### src/rtl/hcbd_pkg.sv
// Shared constants, types and helpers for the chunked body decoder.
package hcbd_pkg;

    localparam int SIZE_BITS_DEF = 32;

    localparam int PHASE_W = 4;

    localparam logic [PHASE_W-1:0] PH_SIZE     = 4'd0;
    localparam logic [PHASE_W-1:0] PH_EXT      = 4'd1;
    localparam logic [PHASE_W-1:0] PH_SIZE_LF  = 4'd2;
    localparam logic [PHASE_W-1:0] PH_DATA     = 4'd3;
    localparam logic [PHASE_W-1:0] PH_DATA_CR  = 4'd4;
    localparam logic [PHASE_W-1:0] PH_DATA_LF  = 4'd5;
    localparam logic [PHASE_W-1:0] PH_FINAL_CR = 4'd6;
    localparam logic [PHASE_W-1:0] PH_FINAL_LF = 4'd7;
    localparam logic [PHASE_W-1:0] PH_DONE     = 4'd8;
    localparam logic [PHASE_W-1:0] PH_ERROR    = 4'd9;

    localparam logic [1:0] ST_RUN   = 2'd0;
    localparam logic [1:0] ST_DONE  = 2'd1;
    localparam logic [1:0] ST_ERROR = 2'd2;

    localparam logic [1:0] ERR_NONE  = 2'd0;
    localparam logic [1:0] ERR_SIZE  = 2'd1;
    localparam logic [1:0] ERR_TERM  = 2'd2;
    localparam logic [1:0] ERR_FINAL = 2'd3;

    localparam logic [7:0] CH_CR   = 8'h0D;
    localparam logic [7:0] CH_LF   = 8'h0A;
    localparam logic [7:0] CH_SEMI = 8'h3B;

    typedef struct packed {
        logic       payload_valid;
        logic [7:0] payload_byte;
        logic [1:0] status;
        logic [1:0] error_kind;
    } t_result;

    // Bit 4 flags a hex digit, bits 3:0 carry its value.
    function automatic logic [4:0] hex_decode(input logic [7:0] c);
        logic [4:0] res;
        res = 5'd0;
        if (c >= 8'h30 && c <= 8'h39) begin
            res = {1'b1, 4'(c - 8'h30)};
        end else if (c >= 8'h61 && c <= 8'h66) begin
            res = {1'b1, 4'(c - 8'h57)};
        end else if (c >= 8'h41 && c <= 8'h46) begin
            res = {1'b1, 4'(c - 8'h37)};
        end
        return res;
    endfunction

endpackage

### src/rtl/hcbd_if.sv
// Valid/ready channel interfaces for the decoder's byte input and result output.
interface hcbd_in_if;
    logic       valid;
    logic       ready;
    logic [7:0] in_byte;
    logic       new_body;

    modport source (output valid, output in_byte, output new_body, input ready);
    modport sink   (input valid, input in_byte, input new_body, output ready);
endinterface

interface hcbd_out_if;
    logic       valid;
    logic       ready;
    logic       payload_valid;
    logic [7:0] payload_byte;
    logic [1:0] status;
    logic [1:0] error_kind;

    modport source (output valid, output payload_valid, output payload_byte,
                    output status, output error_kind, input ready);
    modport sink   (input valid, input payload_valid, input payload_byte,
                    input status, input error_kind, output ready);
endinterface

### src/rtl/hcbd_fsm.sv
// Chunk framing state machine: one byte step per enabled cycle.
module hcbd_fsm
    import hcbd_pkg::*;
#(
    parameter int SIZE_BITS = SIZE_BITS_DEF
) (
    input  logic       i_clk,
    input  logic       i_rst_n,
    input  logic       i_step,
    input  logic [7:0] i_byte,
    input  logic       i_new_body,
    output t_result    o_result
);

    localparam int DIGIT_LIMIT = SIZE_BITS / 4;
    localparam int DC_W        = $clog2(DIGIT_LIMIT + 1);

    logic [PHASE_W-1:0]   r_phase, n_phase;
    logic [SIZE_BITS-1:0] r_bytes_left, n_bytes_left;
    logic [DC_W-1:0]      r_digit_count, n_digit_count;
    logic [1:0]           r_err, n_err;

    logic [PHASE_W-1:0]   w_phase;
    logic [SIZE_BITS-1:0] w_bytes;
    logic [DC_W-1:0]      w_dc;
    logic [1:0]           w_err;
    logic [4:0]           w_hex;
    logic [SIZE_BITS-1:0] w_dec;
    logic                 w_pvalid;

    always_comb begin
        // A new body restarts the decoder before this byte is looked at.
        w_phase = i_new_body ? PH_SIZE : r_phase;
        w_bytes = i_new_body ? '0 : r_bytes_left;
        w_dc    = i_new_body ? '0 : r_digit_count;
        w_err   = i_new_body ? ERR_NONE : r_err;
        w_hex   = hex_decode(i_byte);
        w_dec   = w_bytes - {{(SIZE_BITS-1){1'b0}}, 1'b1};

        n_phase       = w_phase;
        n_bytes_left  = w_bytes;
        n_digit_count = w_dc;
        n_err         = w_err;
        w_pvalid      = 1'b0;

        case (w_phase)
            PH_SIZE: begin
                if (w_hex[4]) begin
                    if (w_dc >= DC_W'(DIGIT_LIMIT)) begin
                        n_phase = PH_ERROR;
                        n_err   = ERR_SIZE;
                    end else begin
                        n_bytes_left  = {w_bytes[SIZE_BITS-5:0], w_hex[3:0]};
                        n_digit_count = w_dc + DC_W'(1);
                    end
                end else if (w_dc == '0) begin
                    n_phase = PH_ERROR;
                    n_err   = ERR_SIZE;
                end else if (i_byte == CH_SEMI) begin
                    n_phase = PH_EXT;
                end else if (i_byte == CH_CR) begin
                    n_phase = PH_SIZE_LF;
                end else begin
                    n_phase = PH_ERROR;
                    n_err   = ERR_SIZE;
                end
            end
            PH_EXT: begin
                if (i_byte == CH_CR) begin
                    n_phase = PH_SIZE_LF;
                end
            end
            PH_SIZE_LF: begin
                n_digit_count = '0;
                if (i_byte != CH_LF) begin
                    n_phase = PH_ERROR;
                    n_err   = ERR_SIZE;
                end else if (w_bytes == '0) begin
                    n_phase = PH_FINAL_CR;
                end else begin
                    n_phase = PH_DATA;
                end
            end
            PH_DATA: begin
                w_pvalid     = 1'b1;
                n_bytes_left = w_dec;
                if (w_dec == '0) begin
                    n_phase = PH_DATA_CR;
                end
            end
            PH_DATA_CR: begin
                if (i_byte == CH_CR) begin
                    n_phase = PH_DATA_LF;
                end else begin
                    n_phase = PH_ERROR;
                    n_err   = ERR_TERM;
                end
            end
            PH_DATA_LF: begin
                if (i_byte == CH_LF) begin
                    n_phase       = PH_SIZE;
                    n_digit_count = '0;
                    n_bytes_left  = '0;
                end else begin
                    n_phase = PH_ERROR;
                    n_err   = ERR_TERM;
                end
            end
            PH_FINAL_CR: begin
                if (i_byte == CH_CR) begin
                    n_phase = PH_FINAL_LF;
                end else begin
                    n_phase = PH_ERROR;
                    n_err   = ERR_FINAL;
                end
            end
            PH_FINAL_LF: begin
                if (i_byte == CH_LF) begin
                    n_phase = PH_DONE;
                end else begin
                    n_phase = PH_ERROR;
                    n_err   = ERR_FINAL;
                end
            end
            PH_DONE: begin
                n_phase = PH_DONE;
            end
            default: begin
                n_phase = PH_ERROR;
            end
        endcase

        o_result.payload_valid = w_pvalid;
        o_result.payload_byte  = w_pvalid ? i_byte : 8'd0;
        if (n_phase == PH_DONE) begin
            o_result.status     = ST_DONE;
            o_result.error_kind = ERR_NONE;
        end else if (n_phase == PH_ERROR) begin
            o_result.status     = ST_ERROR;
            o_result.error_kind = n_err;
        end else begin
            o_result.status     = ST_RUN;
            o_result.error_kind = ERR_NONE;
        end
    end

    always_ff @(posedge i_clk) begin
        if (!i_rst_n) begin
            r_phase       <= PH_SIZE;
            r_bytes_left  <= '0;
            r_digit_count <= '0;
            r_err         <= ERR_NONE;
        end else if (i_step) begin
            r_phase       <= n_phase;
            r_bytes_left  <= n_bytes_left;
            r_digit_count <= n_digit_count;
            r_err         <= n_err;
        end
    end

    a_digit_bound: assert property (@(posedge i_clk) disable iff (!i_rst_n)
        r_digit_count <= DC_W'(DIGIT_LIMIT))
        else $error("size digit count beyond limit");

    a_phase_range: assert property (@(posedge i_clk) disable iff (!i_rst_n)
        r_phase <= PH_ERROR)
        else $error("phase register left its code range");

    a_err_latched: assert property (@(posedge i_clk) disable iff (!i_rst_n)
        r_err != ERR_NONE |-> r_phase == PH_ERROR)
        else $error("latched error outside the error phase");

endmodule

### src/rtl/http_chunked_body_decoder_core.sv
// Top level of the HTTP/1.1 chunked transfer body decoder.
//
// Usage:
//   i_in_ch  - one beat per raw body byte (in_byte) with new_body, which
//              restarts the decoder ahead of that byte.
//   o_out_ch - one result beat for every input beat: payload_valid and
//              payload_byte for decoded payload, status (running, complete,
//              error) and error_kind.
//   Path: a taken beat waits in the input register, moves into the result
//   register when that is free or draining, and its result is offered there.
//   Throughput: one beat per cycle while o_out_ch takes results; the framing
//   state update is combinational logic between the input and result registers.
//   Stall: while o_out_ch is held off the input register keeps one more
//   beat, after which i_in_ch.ready drops; nothing is lost or repeated.
//   Reset (synchronous, active low): both registers empty, decoder expects
//   a chunk-size line. After completion or an error the status repeats for
//   every byte until a beat arrives with new_body set.
module http_chunked_body_decoder_core
    import hcbd_pkg::*;
#(
    parameter int SIZE_BITS = SIZE_BITS_DEF
) (
    input  logic              i_clk,
    input  logic              i_rst_n,
    hcbd_in_if.sink           i_in_ch,
    hcbd_out_if.source        o_out_ch
);

    // Input register
    logic       r_in_valid;
    logic [7:0] r_in_byte;
    logic       r_in_new_body;

    // Result register
    logic       r_out_valid;
    t_result    r_out;

    logic       w_advance;
    t_result    w_result;

    // Advance the held beat whenever the result register is free or draining.
    assign w_advance     = r_in_valid && (!r_out_valid || o_out_ch.ready);
    assign i_in_ch.ready = !r_in_valid || w_advance;

    always_ff @(posedge i_clk) begin
        if (!i_rst_n) begin
            r_in_valid <= 1'b0;
        end else if (i_in_ch.ready) begin
            r_in_valid <= i_in_ch.valid;
        end
    end

    always_ff @(posedge i_clk) begin
        if (i_in_ch.valid && i_in_ch.ready) begin
            r_in_byte     <= i_in_ch.in_byte;
            r_in_new_body <= i_in_ch.new_body;
        end
    end

    hcbd_fsm #(
        .SIZE_BITS (SIZE_BITS)
    ) u_fsm (
        .i_clk      (i_clk),
        .i_rst_n    (i_rst_n),
        .i_step     (w_advance),
        .i_byte     (r_in_byte),
        .i_new_body (r_in_new_body),
        .o_result   (w_result)
    );

    // Load a fresh result on advance, drop it once the sink takes it.
    always_ff @(posedge i_clk) begin
        if (!i_rst_n) begin
            r_out_valid <= 1'b0;
        end else if (w_advance) begin
            r_out_valid <= 1'b1;
        end else if (o_out_ch.ready) begin
            r_out_valid <= 1'b0;
        end
    end

    always_ff @(posedge i_clk) begin
        if (w_advance) begin
            r_out <= w_result;
        end
    end

    assign o_out_ch.valid         = r_out_valid;
    assign o_out_ch.payload_valid = r_out.payload_valid;
    assign o_out_ch.payload_byte  = r_out.payload_byte;
    assign o_out_ch.status        = r_out.status;
    assign o_out_ch.error_kind    = r_out.error_kind;

    a_hold_in: assert property (@(posedge i_clk) disable iff (!i_rst_n)
        r_in_valid && !w_advance |=> r_in_valid)
        else $error("held input beat lost while stalled");

    a_payload_running: assert property (@(posedge i_clk) disable iff (!i_rst_n)
        r_out_valid && r_out.payload_valid |-> r_out.status == ST_RUN)
        else $error("payload beat with a final status");

    a_kind_with_error: assert property (@(posedge i_clk) disable iff (!i_rst_n)
        r_out_valid && r_out.error_kind != ERR_NONE |-> r_out.status == ST_ERROR)
        else $error("error kind reported without error status");

endmodule

### src/flat_wrapper.sv
// flat-port wrapper written by rule: the top's interface ports become plain ports
module http_chunked_body_decoder_core_flat import hcbd_pkg::*;
#(
    parameter int SIZE_BITS = SIZE_BITS_DEF
)
  (i_clk, i_rst_n, i_in_ch_valid, i_in_ch_in_byte, i_in_ch_new_body, i_in_ch_ready, o_out_ch_valid, o_out_ch_payload_valid, o_out_ch_payload_byte, o_out_ch_status, o_out_ch_error_kind, o_out_ch_ready);
  hcbd_in_if i_in_ch_i ();
  hcbd_out_if o_out_ch_i ();
  input  logic i_clk;
  input  logic i_rst_n;
  input wire logic [$bits(i_in_ch_i.valid)-1:0] i_in_ch_valid;
  input wire logic [$bits(i_in_ch_i.in_byte)-1:0] i_in_ch_in_byte;
  input wire logic [$bits(i_in_ch_i.new_body)-1:0] i_in_ch_new_body;
  output wire logic [$bits(i_in_ch_i.ready)-1:0] i_in_ch_ready;
  output wire logic [$bits(o_out_ch_i.valid)-1:0] o_out_ch_valid;
  output wire logic [$bits(o_out_ch_i.payload_valid)-1:0] o_out_ch_payload_valid;
  output wire logic [$bits(o_out_ch_i.payload_byte)-1:0] o_out_ch_payload_byte;
  output wire logic [$bits(o_out_ch_i.status)-1:0] o_out_ch_status;
  output wire logic [$bits(o_out_ch_i.error_kind)-1:0] o_out_ch_error_kind;
  input wire logic [$bits(o_out_ch_i.ready)-1:0] o_out_ch_ready;
  assign i_in_ch_i.valid = i_in_ch_valid;
  assign i_in_ch_i.in_byte = i_in_ch_in_byte;
  assign i_in_ch_i.new_body = i_in_ch_new_body;
  assign i_in_ch_ready = i_in_ch_i.ready;
  assign o_out_ch_valid = o_out_ch_i.valid;
  assign o_out_ch_payload_valid = o_out_ch_i.payload_valid;
  assign o_out_ch_payload_byte = o_out_ch_i.payload_byte;
  assign o_out_ch_status = o_out_ch_i.status;
  assign o_out_ch_error_kind = o_out_ch_i.error_kind;
  assign o_out_ch_i.ready = o_out_ch_ready;
  http_chunked_body_decoder_core #(.SIZE_BITS(SIZE_BITS)) u_core (.i_clk(i_clk), .i_rst_n(i_rst_n), .i_in_ch(i_in_ch_i), .o_out_ch(o_out_ch_i));
endmodule
### config.mk
export PLATFORM = sky130hd
export DESIGN_NAME = http_chunked_body_decoder_core_flat
export DESIGN_NICKNAME = d
export VERILOG_FILES = /design/src/rtl/hcbd_pkg.sv /design/src/rtl/hcbd_if.sv /design/src/rtl/hcbd_fsm.sv /design/src/rtl/http_chunked_body_decoder_core.sv /design/src/flat_wrapper.sv
export SDC_FILE = /design/constraint.sdc
export NUM_CORES = 1
export LEC_CHECK = 0
export BUFFER_PORTS_ARGS = -buffer_cell sky130_fd_sc_hd__buf_2
export CORE_ASPECT_RATIO = 0.5
export CORE_MARGIN = 1.5
export CORE_UTILIZATION = 52
export DETAILED_ROUTE_END_ITERATION = 6
export PLACE_DENSITY = 0.7
export REMOVE_ABC_BUFFERS = 1
export SYNTH_ARGS = -nofsm -noshare
export SYNTH_HDL_FRONTEND = slang
export SYNTH_HIERARCHICAL = 1
export SYNTH_SLANG_ARGS = --single-unit
### constraint.sdc
create_clock -name i_clk -period 3.88 [get_ports i_clk]
set_clock_uncertainty 0.1 [all_clocks]
set_input_delay 0.194 -clock i_clk [delete_from_list [all_inputs] [get_ports i_clk]]
set_output_delay 0.194 -clock i_clk [all_outputs]
set_load 0.005 [all_outputs]
==> results by group <==
Global route
  • GRT Residual Overflow: 0
  • First-pass GRT wire length: 19400 µm
  • Largest net degree at the start of global routing: 48
  • Initial antenna violation count: 0
  • Vias in the first global route: 3788
  • Total track usage: 28.5%

Setup path
  • CP max FO: 11
  • CP top delay family: simple AND/OR/NAND/NOR gates
  • FF-to-FF End: u_core/u_fsm/r_phase[2]
  • Startpoint Class: flop
  • Arrival time at the worst endpoint: 3.50 ns
  • Cell count along the critical path: 11
  • R2R Path Start: u_core/r_in_new_body
  • Worst R2R Setup Slack: 0.56 ns
  • CP required: 4.05 ns
  • Crit path to: u_core/u_fsm/r_phase[2]
  • Crit path buf inv count: 2
  • Slowest-stage cell, CP: a2111oi_0
  • Worst r2r path cells: 11
  • Critical Path Start: u_core/r_in_new_body
  • Setup CP Type: flop to flop
  • Cells along the critical path: inv_1 > nand2_1 > inv_1 > ha_1 > nor4b_1 > nand4_1 > or4_1 > a2111oi_0 > nand4_1 > nor2_1 > o221a_1
  • Crit path largest cell delay: 0.59 ns
  • Worst setup EP type: flop

Synth
  • YS warnings: 6
  • Synth top area cells: dfxtp_1 21%, edfxtp_1 15%, o21ai_0 5.2%, nand2_1 4.3%, nor2_1 4.0%
  • Top FF cell, synth: dfxtp_1
  • Synth Cell Area: 4300 µm²
  • Synthesized instance count: 520
  • Synthesized area per cell: 8.26 µm²
  • FF+latch count, synth: 66
  • Sequential share of the synthesized area: 35.9%
  • Count of cell types in the netlist: 76
  • Share of the synthesized area in the top cell type: 20.5%
  • Post-synthesis async set-or-reset flop share: 0%
  • Post-synth EDFFs: 22
  • Cell taking the most area after synthesis: dfxtp_1

Drt
  • WL per Instance: 18.5 µm
  • Residual DRC count: 0
  • Vias/cell: 6.28
  • Routed vias: 4141
  • Antenna Nets Post-Route: 0
  • TritonRoute pass-1 iters: 5
  • Final Routed Wirelength: 12200 µm
  • Initial drt markers: 367

Finish
  • Antenna cells: 0
  • FILL cells: 703
  • Final core utilization: 61.6%
  • Leading cell types in the layout, fill and taps excluded: 49 x nand2_1, 46 x nor2_1, 44 x dfxtp_1, 44 x o21ai_0, 34 x a21oi_1
  • Share of cells above drive strength 1: 12.2%
  • Area Overhead vs Synth: 14.7%
  • Commonest non-fill, non-tap cell in the layout: nand2_1
  • Nets: 563

Timing
  • Fin crit share: 85.6%
  • Worst Max-Slew Pin Slew: 0.861 ns
  • Slew HR: 42.6%
  • RSZ-0062 raised after global routing: no
  • Final Max Slew Viols: 0
  • Setup ws final: 0.557 ns
  • Final setup fails: 0
  • Final Hold Fails: 0
  • Max Fclk: 301 MHz
  • Crit path time final: 3.32 ns

Min path
  • HP Class: input port to flop

Clocking
  • CTS buffer count: 9
  • CTS Sinks: 66
  • Clock transition at path regs: 0.06 ns
  • Post-CTS Resized: 0
  • Clk buf depth: 2
  • Clk_lat worst skew: 0.33 ns
  • CTS tree: done
  • Clock Tree Root: clkbuf_16
  • Postcts setup bufs: 0
  • H-tree levels: 3
  • Hold buffers post-CTS: 9

Placement
  • Port bufs: 27
  • DP HPWL: 7880 µm
  • Setup Slack @ Placement: 0.715 ns
  • Placer Congestion: 0.926

Floorplanning
  • Starting Density: 53.7%
  • Die Width: 132 µm
  • I/O pin cnt: 28
  • Die H: 67.3 µm
  • Die Area: 8850 µm²
  • FP Rows: 23
  • Core Region: 8000 µm²

Job
  • MaxCap Viol Count: 0

Power
  • Pwr/cell area: 388 nW/µm²
  • LEAKAGE: 1.80 nW
  • Worst vdd ir: 0.000275 V

Outcome
  • Status: completed
[kinds of logic after synthesis]
family | count (synthesis) | synth area share, %
xor+xnor | 21 | 4.28
flops | 66 | 35.9
compound gates | 165 | 25.5
simple gates | 200 | 25.1
fa+ha+maj | 8 | 2.33
mux | 10 | 2.33
buf+inv | 50 | 4.57
[how the worst min path moves through the flow]
stage	startpoint	to	slack (ns)	cells past startpoint
after global placement	i_in_ch_in_byte[4]	u_core/r_in_byte[4]	0.27	1
after detailed placement	i_in_ch_in_byte[6]	u_core/r_in_byte[6]	0.27	1
final	i_in_ch_valid	u_core/r_in_valid	0.05	3
after CTS	i_in_ch_valid	u_core/r_in_valid	0.004	3
after global routing	i_in_ch_valid	u_core/r_in_valid	0.06	3
after floorplan	i_in_ch_in_byte[0]	u_core/r_in_byte[0]	0.19	0
[metal layers]
layer  share of wire [%]  track usage (%)
met5                   0                0
met4                0.85             9.31
met1                  47             37.9
met2                  44             46.5
met3                 7.6             6.83
[cell type report]
cell class	count	area, µm²	area share (%)
Inverter	15	56.3	1.14
Timing Repair Buffer	46	300	6.09
Clock inverter	7	98.8	2.01
Clock buffer	9	225	4.57
Tap cell	112	140	2.84
Sequential cell	66	1540	31.3
Multi-Input combinational cell	404	2560	52.1
[power by group]
part | total (W) | switching (W) | leakage (nW) | internal [W]
logic | 0.000263 | 0.000160 | 1.08 | 0.000103
clock network | 0.000887 | 0.000318 | 0.159 | 0.000569
registers | 0.000761 | 0.0000236 | 0.564 | 0.000738
[worst min-delay path, cell delays in order]
cell and delay (ns):
buf_2 0.10, inv_1 0.08, a21boi_1 0.07
[cells in the mapped netlist (3+ instances only)]
master	instances
nand4b_1	3
dfxtp_1	44
o211ai_1	7
or3_1	3
nor2b_1	26
nor4b_1	3
o21a_1	7
a21boi_1	3
a31oi_1	5
nand2b_1	3
inv_1	15
nor2_1	46
nor3_1	10
o31ai_1	4
ha_1	8
a22oi_1	14
edfxtp_1	22
mux2i_1	10
clkbuf_1	27
nand4_1	7
xnor2_1	16
a21boi_0	6
buf_1	3
nand2_1	49
and3_1	4
o22ai_1	5
a21oi_1	34
nor3b_1	3
nand3_1	10
and2_1	7
xor2_1	5
o21ai_0	45
nor4_1	8
[registers in the layout, indices dropped and copies added (netlist names)]
name / count
u_core/o_out_ch.error_kind: 2
u_core/o_out_ch.status: 2
u_core/u_fsm/r_bytes_left: 32
u_core/r_in_new_body: 1
u_core/u_fsm/r_phase: 4
u_core/r_in_valid: 1
u_core/o_out_ch.payload_byte: 8
u_core/u_fsm/r_err: 2
u_core/o_out_ch.payload_valid: 1
u_core/u_fsm/r_digit_count: 4
u_core/o_out_ch.valid: 1
u_core/r_in_byte: 8
[metrics by stage]
stage / total power (W) / TNS, ns / area (µm²) / hold slack, ns / instances
after floorplan: 0.000939 / -6.12 / 4160 / 0.193 / 485
after global placement: 0.00102 / 0 / 4510 / 0.271 / 634
after detailed placement: 0.00102 / 0 / 4510 / 0.273 / 634
after CTS: 0.00192 / 0 / 4930 / 0.00354 / 659
after global routing: 0.00198 / 0 / 4930 / 0.0593 / 659
final: 0.00191 / 0 / 4930 / 0.0540 / 659
No activity file was read; power rests on OpenSTA's default activity.
